[src/sv/cpu8_pkg.sv]
`timescale 1ns / 1ps
package cpu8_pkg;

  typedef enum logic [5:0] {
    OP_ADC, OP_AND, OP_ASL, OP_BCC, OP_BCS, OP_BEQ, OP_BIT, OP_BMI, OP_BNE, OP_BPL,
    OP_BRK, OP_BVC, OP_BVS, OP_CLC, OP_CLD, OP_CLI, OP_CLV, OP_CMP, OP_CPX, OP_CPY,
    OP_DEC, OP_DEX, OP_DEY, OP_EOR, OP_INC, OP_INX, OP_INY, OP_JMP, OP_JSR, OP_LDA,
    OP_LDX, OP_LDY, OP_LSR, OP_NOP, OP_ORA, OP_PHA, OP_PHP, OP_PLA, OP_PLP, OP_ROL,
    OP_ROR, OP_RTI, OP_RTS, OP_SBC, OP_SEC, OP_SED, OP_SEI, OP_STA, OP_STX, OP_STY,
    OP_TAX, OP_TAY, OP_TSX, OP_TXA, OP_TXS, OP_TYA
  } op_t;

  typedef enum logic [3:0] {
    AM_IMP, AM_ACC, AM_IMM, AM_ZP, AM_ZPX, AM_ZPY, AM_REL, AM_ABS, AM_ABX, AM_ABY,
    AM_IND, AM_IXI, AM_IIX
  } am_t;

  typedef enum logic [1:0] {
    MODE_WRITE, MODE_READ, MODE_RESET, MODE_EXEC
  } mode_t;

  typedef enum logic [4:0] {
    S_IDLE, S_RDB, S_RVLO, S_RVHI, S_B1, S_B2, S_ADR, S_PLO, S_PHI, S_EA, S_VAL,
    S_RUN, S_PULL1, S_PULL2, S_PULL3, S_PUSH2, S_PUSH3, S_BVLO, S_BVHI, S_FETCH,
    S_NXT, S_DONE
  } state_t;

  localparam logic CFG_IDX_ENABLE  = 1'b0;
  localparam logic CFG_IDX_ADDRESS = 1'b1;

  localparam logic [7:0]  STACK_PAGE = 8'h01;
  localparam logic [15:0] VEC_RESET  = 16'hFFFC;
  localparam logic [15:0] VEC_IRQ    = 16'hFFFE;
  localparam logic [7:0]  SP_RESET   = 8'hFD;
  localparam logic [7:0]  P_RESET    = 8'h24;
  localparam logic [7:0]  P_PUSH_SET = 8'h30;
  localparam logic [7:0]  P_PULL_CLR = 8'hEF;
  localparam logic [7:0]  P_PULL_SET = 8'h20;

  localparam int FC = 0;
  localparam int FZ = 1;
  localparam int FI = 2;
  localparam int FD = 3;
  localparam int FV = 6;
  localparam int FN = 7;

  typedef struct packed {
    logic [7:0] a;
    logic [7:0] x;
    logic [7:0] y;
    logic [7:0] sp;
    logic [7:0] p;
    logic       we;
    logic [7:0] wd;
    logic       taken;
  } alu_res_t;

  function automatic logic [7:0] set_nz(input logic [7:0] p, input logic [7:0] v);
    logic [7:0] q;
    q     = p;
    q[FZ] = (v == 8'h00);
    q[FN] = v[7];
    return q;
  endfunction

endpackage

[src/sv/cpu8_alu.sv]
`timescale 1ns / 1ps
module cpu8_alu
  import cpu8_pkg::*;
(
  input  op_t        op,
  input  am_t        am,
  input  logic       memop,
  input  logic [7:0] a,
  input  logic [7:0] x,
  input  logic [7:0] y,
  input  logic [7:0] sp,
  input  logic [7:0] p,
  input  logic [7:0] val,
  output alu_res_t   res
);
  logic [8:0] sum;
  logic [7:0] addend;
  logic [7:0] cmp_reg;
  logic [8:0] diff;
  logic [7:0] r;
  logic       rc;

  always_comb begin
    addend  = (op == OP_SBC) ? ~val : val;
    sum     = {1'b0, a} + {1'b0, addend} + {8'h00, p[FC]};
    cmp_reg = (op == OP_CPX) ? x : ((op == OP_CPY) ? y : a);
    diff    = {1'b0, cmp_reg} - {1'b0, val};
    r       = val;
    rc      = p[FC];
    case (op)
      OP_INC:  r = val + 8'd1;
      OP_DEC:  r = val - 8'd1;
      OP_ASL: begin r = {val[6:0], 1'b0};  rc = val[7]; end
      OP_LSR: begin r = {1'b0, val[7:1]};  rc = val[0]; end
      OP_ROL: begin r = {val[6:0], p[FC]}; rc = val[7]; end
      OP_ROR: begin r = {p[FC], val[7:1]}; rc = val[0]; end
      default: ;
    endcase

    res       = '0;
    res.a     = a;
    res.x     = x;
    res.y     = y;
    res.sp    = sp;
    res.p     = p;
    case (op)
      OP_LDA: begin res.a = val; res.p = set_nz(p, val); end
      OP_LDX: begin res.x = val; res.p = set_nz(p, val); end
      OP_LDY: begin res.y = val; res.p = set_nz(p, val); end
      OP_STA: begin res.we = memop; res.wd = a; end
      OP_STX: begin res.we = memop; res.wd = x; end
      OP_STY: begin res.we = memop; res.wd = y; end
      OP_TAX: begin res.x = a;  res.p = set_nz(p, a); end
      OP_TAY: begin res.y = a;  res.p = set_nz(p, a); end
      OP_TXA: begin res.a = x;  res.p = set_nz(p, x); end
      OP_TYA: begin res.a = y;  res.p = set_nz(p, y); end
      OP_TSX: begin res.x = sp; res.p = set_nz(p, sp); end
      OP_TXS: res.sp = x;
      OP_AND: begin res.a = a & val; res.p = set_nz(p, a & val); end
      OP_EOR: begin res.a = a ^ val; res.p = set_nz(p, a ^ val); end
      OP_ORA: begin res.a = a | val; res.p = set_nz(p, a | val); end
      OP_BIT: begin
        res.p[FZ] = ((a & val) == 8'h00);
        res.p[FN] = val[7];
        res.p[FV] = val[6];
      end
      OP_ADC, OP_SBC: begin
        res.a     = sum[7:0];
        res.p     = set_nz(p, sum[7:0]);
        res.p[FC] = sum[8];
        res.p[FV] = ~(a[7] ^ addend[7]) & (a[7] ^ sum[7]);
      end
      OP_CMP, OP_CPX, OP_CPY: begin
        res.p[FC] = ~diff[8];
        res.p[FZ] = (cmp_reg == val);
        res.p[FN] = diff[7];
      end
      OP_INX: begin res.x = x + 8'd1; res.p = set_nz(p, x + 8'd1); end
      OP_INY: begin res.y = y + 8'd1; res.p = set_nz(p, y + 8'd1); end
      OP_DEX: begin res.x = x - 8'd1; res.p = set_nz(p, x - 8'd1); end
      OP_DEY: begin res.y = y - 8'd1; res.p = set_nz(p, y - 8'd1); end
      OP_INC, OP_DEC, OP_ASL, OP_LSR, OP_ROL, OP_ROR: begin
        res.p     = set_nz(p, r);
        res.p[FC] = rc;
        if (am == AM_ACC) begin
          res.a = r;
        end else begin
          res.we = memop;
          res.wd = r;
        end
      end
      OP_BCC: res.taken = ~p[FC];
      OP_BCS: res.taken = p[FC];
      OP_BEQ: res.taken = p[FZ];
      OP_BNE: res.taken = ~p[FZ];
      OP_BMI: res.taken = p[FN];
      OP_BPL: res.taken = ~p[FN];
      OP_BVC: res.taken = ~p[FV];
      OP_BVS: res.taken = p[FV];
      OP_CLC: res.p[FC] = 1'b0;
      OP_CLD: res.p[FD] = 1'b0;
      OP_CLI: res.p[FI] = 1'b0;
      OP_CLV: res.p[FV] = 1'b0;
      OP_SEC: res.p[FC] = 1'b1;
      OP_SED: res.p[FD] = 1'b1;
      OP_SEI: res.p[FI] = 1'b1;
      default: ;
    endcase
  end
endmodule

[config.mk]
export PLATFORM = sky130hd
export DESIGN_NAME = cpu8_alu
export DESIGN_NICKNAME = d
export VERILOG_FILES = /design/src/sv/cpu8_pkg.sv /design/src/sv/cpu8_alu.sv
export SDC_FILE = /design/constraint.sdc
export NUM_CORES = 1
export LEC_CHECK = 0
export BUFFER_PORTS_ARGS = -buffer_cell sky130_fd_sc_hd__buf_2
export CORE_MARGIN = 2
export CORE_UTILIZATION = 62
export DETAILED_ROUTE_END_ITERATION = 10
export GPL_TIMING_DRIVEN = 1
export PLACE_DENSITY_LB_ADDON = 0.25
export SLEW_MARGIN = 20
export SYNTH_ARGS = -nofsm -noshare
export SYNTH_HDL_FRONTEND = slang
export SYNTH_SLANG_ARGS = --single-unit
[constraint.sdc]
create_clock -name vclk -period 6.5
set_input_delay 0.65 -clock vclk [all_inputs]
set_output_delay 0.65 -clock vclk [all_outputs]
set_load 0.01 [all_outputs]
==> flow_metrics.tcl <==
set metrics [dict create \
    status "completed" \
    crit_arrival_ns 5.03 \
    post_cts_resized 0 \
    gp_congestion 1.06 \
    setup.worst_path.start "op[1]" \
    ioPinCount 109 \
    cap_violations 0 \
    wl_met3_um 3100 \
    io_buffer_count 105 \
    die_area_mm2 0.00819 \
    fill_cells 683 \
    globalRoute.totalOverflow 0 \
    setup_violations 0 \
    grt_pass1_wl_um 30600 \
    crit_slowest_cell "nor3_2" \
    whs_path_depth 0 \
    hold_path_class "primary input to primary output" \
    num_vias 6506 \
    ys_seq_area_share_pct 0 \
    tightestPinTransition_ns 1.16 \
    tns_ns 0 \
    dp_hpwl_um 15000 \
    final_util_pct 69.4 \
    worstSetupPathType "primary input to primary output" \
    relSlewSlack_pct 22.1 \
    postCtsSetupBuffers 0 \
    rsz0062_at_grt "no" \
    finalNetCount 846 \
    startpoint_type "primary input" \
    syn_to_final_growth_pct 8.41 \
    initial_utilization_pct 64.0 \
    crit_fanout 30 \
    seq_cells 0 \
    drcViolationCount 0 \
    drive_above_1_share_pct 18.4 \
    fp.coreArea_mm2 0.00725 \
    routed-wl-met2_um 8480 \
    synth.cell_area_mm2 0.00464 \
    grt_usage_pct 45.6 \
    avgSynthCellArea_um2 6.66 \
    netlist_instances 697 \
    crit_chain "buf_2, nand2_1, nor3_2, xnor2_1, ha_1, nor2b_1, o2111ai_1, nand3_1, o41ai_1, xor2_1, o211ai_1, or3_1, buf_2" \
    multi_input_area_mm2 0.00425 \
    cp_common_cell "buf_2" \
    firstDrtPassIters 8 \
    ctsHoldBuffers 0 \
    finalHoldViolCount 0 \
    hold_slack_ns 1.30 \
    final_area_mm2 0.00503 \
    cp-end-kind "primary output" \
    yosys_warnings 0 \
    period_needed_ns 5.68 \
    timing.final.max_slew_violations 0 \
    ant_nets 0 \
    grt_max_degree 35 \
    drt-total-wl_um 20300 \
    synthDistinctLibCells 80 \
    highest_layer "met4" \
    fin_crit_sh_pct 87.4 \
    routedWlPerCell_um 24.1 \
    drt-met1-wl_um 6990 \
    avgViaCountPerCell 7.73 \
    setup.worst_path.end "res[49]" \
    crit_required_ns 5.85 \
    die_h_um 90.5 \
    antenna_found_initial 0 \
    grt_pass1_vias 5807 \
    rows 31 \
    timing.fmax_ghz 0.176 \
    post_dp_cell_area_mm2 0.00503 \
    regArea_um2 0 \
    syn_nets 800 \
    max_stage_delay_ns 0.82 \
    die_x_um 90.5 \
    clkbuf_count 0 \
    drt_iter0_drc 1104 \
]
through the flow:
stage	cells	setup slack [ns]
final	842	0.822
after global routing	840	0.614
after CTS	840	0.994
after detailed placement	840	1.01
after global placement	840	1.33
after floorplan	697	1.91
routing by layer:
metal	track usage [%]	vias to the layer above
met1	56.2	2835
met3	9.93	176
met5	0	-
met2	72.4	716
li1	-	2779
met4	27.2	0
cell usage after synthesis, types with 5 or more instances:
| library cell | n | area share (%) |
|---|---|---|
| o211ai_1 | 11 | 1.8 |
| buf_1 | 7 | 0.57 |
| mux2_2 | 8 | 1.9 |
| nor3_1 | 31 | 3.3 |
| a22oi_1 | 16 | 2.6 |
| a222oi_1 | 8 | 1.7 |
| a21oi_1 | 34 | 3.7 |
| nor2b_1 | 7 | 0.94 |
| clkbuf_1 | 33 | 2.7 |
| o31ai_1 | 5 | 0.81 |
| buf_2 | 19 | 2.0 |
| nand3b_1 | 5 | 0.81 |
| nand4_1 | 14 | 1.9 |
| nor4_1 | 17 | 2.3 |
| mux2i_1 | 9 | 1.9 |
| nor2_1 | 42 | 3.4 |
| o21bai_1 | 7 | 1.1 |
| inv_1 | 30 | 2.4 |
| ha_1 | 42 | 11 |
| a22o_1 | 17 | 3.2 |
| o2111ai_1 | 7 | 1.3 |
| a31oi_1 | 5 | 0.67 |
| and3_1 | 9 | 1.2 |
| nand2_1 | 49 | 4.0 |
| xor2_1 | 13 | 2.5 |
| a221o_1 | 6 | 1.3 |
| nand3_1 | 33 | 3.6 |
| a221oi_1 | 8 | 1.5 |
| o21ai_0 | 52 | 5.6 |
| or3_1 | 7 | 0.94 |
| o221ai_1 | 5 | 0.94 |
| o22ai_1 | 9 | 1.2 |
| nand2b_1 | 15 | 2.0 |
| xnor2_1 | 27 | 5.1 |
| a211oi_1 | 7 | 1.1 |
layout by cell type (no fill, tap or decap), types with 16 or more instances in the layout:
cell and instances:
buf_2 105, o21ai_0 52, nand2_1 49, nor2_1 42, ha_1 42, a21oi_1 34, nand3_1 33, nor3_1 31
inv_1 30, xnor2_1 27, nor4_1 17, a22o_1 17, a22oi_1 16
final cells by class:
| type | count | share of cell area [%] |
|---|---|---|
| Inverter | 30 | 2.24 |
| Tap cell | 99 | 2.46 |
| Timing Repair Buffer | 107 | 10.7 |
| Antenna cell | 2 | 0.0995 |
| Multi-Input combinational cell | 604 | 84.5 |
cells by family (layout without fill, tap and decap cells):
kind of cell    count (synthesis)  after routing  synth area share (%)
fa+ha+maj                      45             45                  12.4
compound gates                235            235                  36.2
mux                            17             17                  3.88
buf+inv                        93            137                  8.44
xor+xnor                       40             40                  7.55
simple gates                  267            267                  31.6
other cells                     0              2                     0
worst min path at each step:
stage / start / endpoint / slack [ns]
global route: p[4] / res[14] / 1.30
finish: p[5] / res[15] / 1.30
global placement: p[5] / res[15] / 1.30
floorplan: p[4] / res[14] / 1.39
CTS: p[5] / res[15] / 1.30
detailed placement: p[5] / res[15] / 1.30
worst max-delay path, delay by kind of cell:
family / cells / cell delay (ns)
AO/OA/AOI/OAI: 3 / 1.03
AND/OR/NAND/NOR: 5 / 1.97
adder cells (fa/ha/maj): 1 / 0.32
XOR/XNOR: 2 / 0.49
buffers and inverters: 2 / 0.55
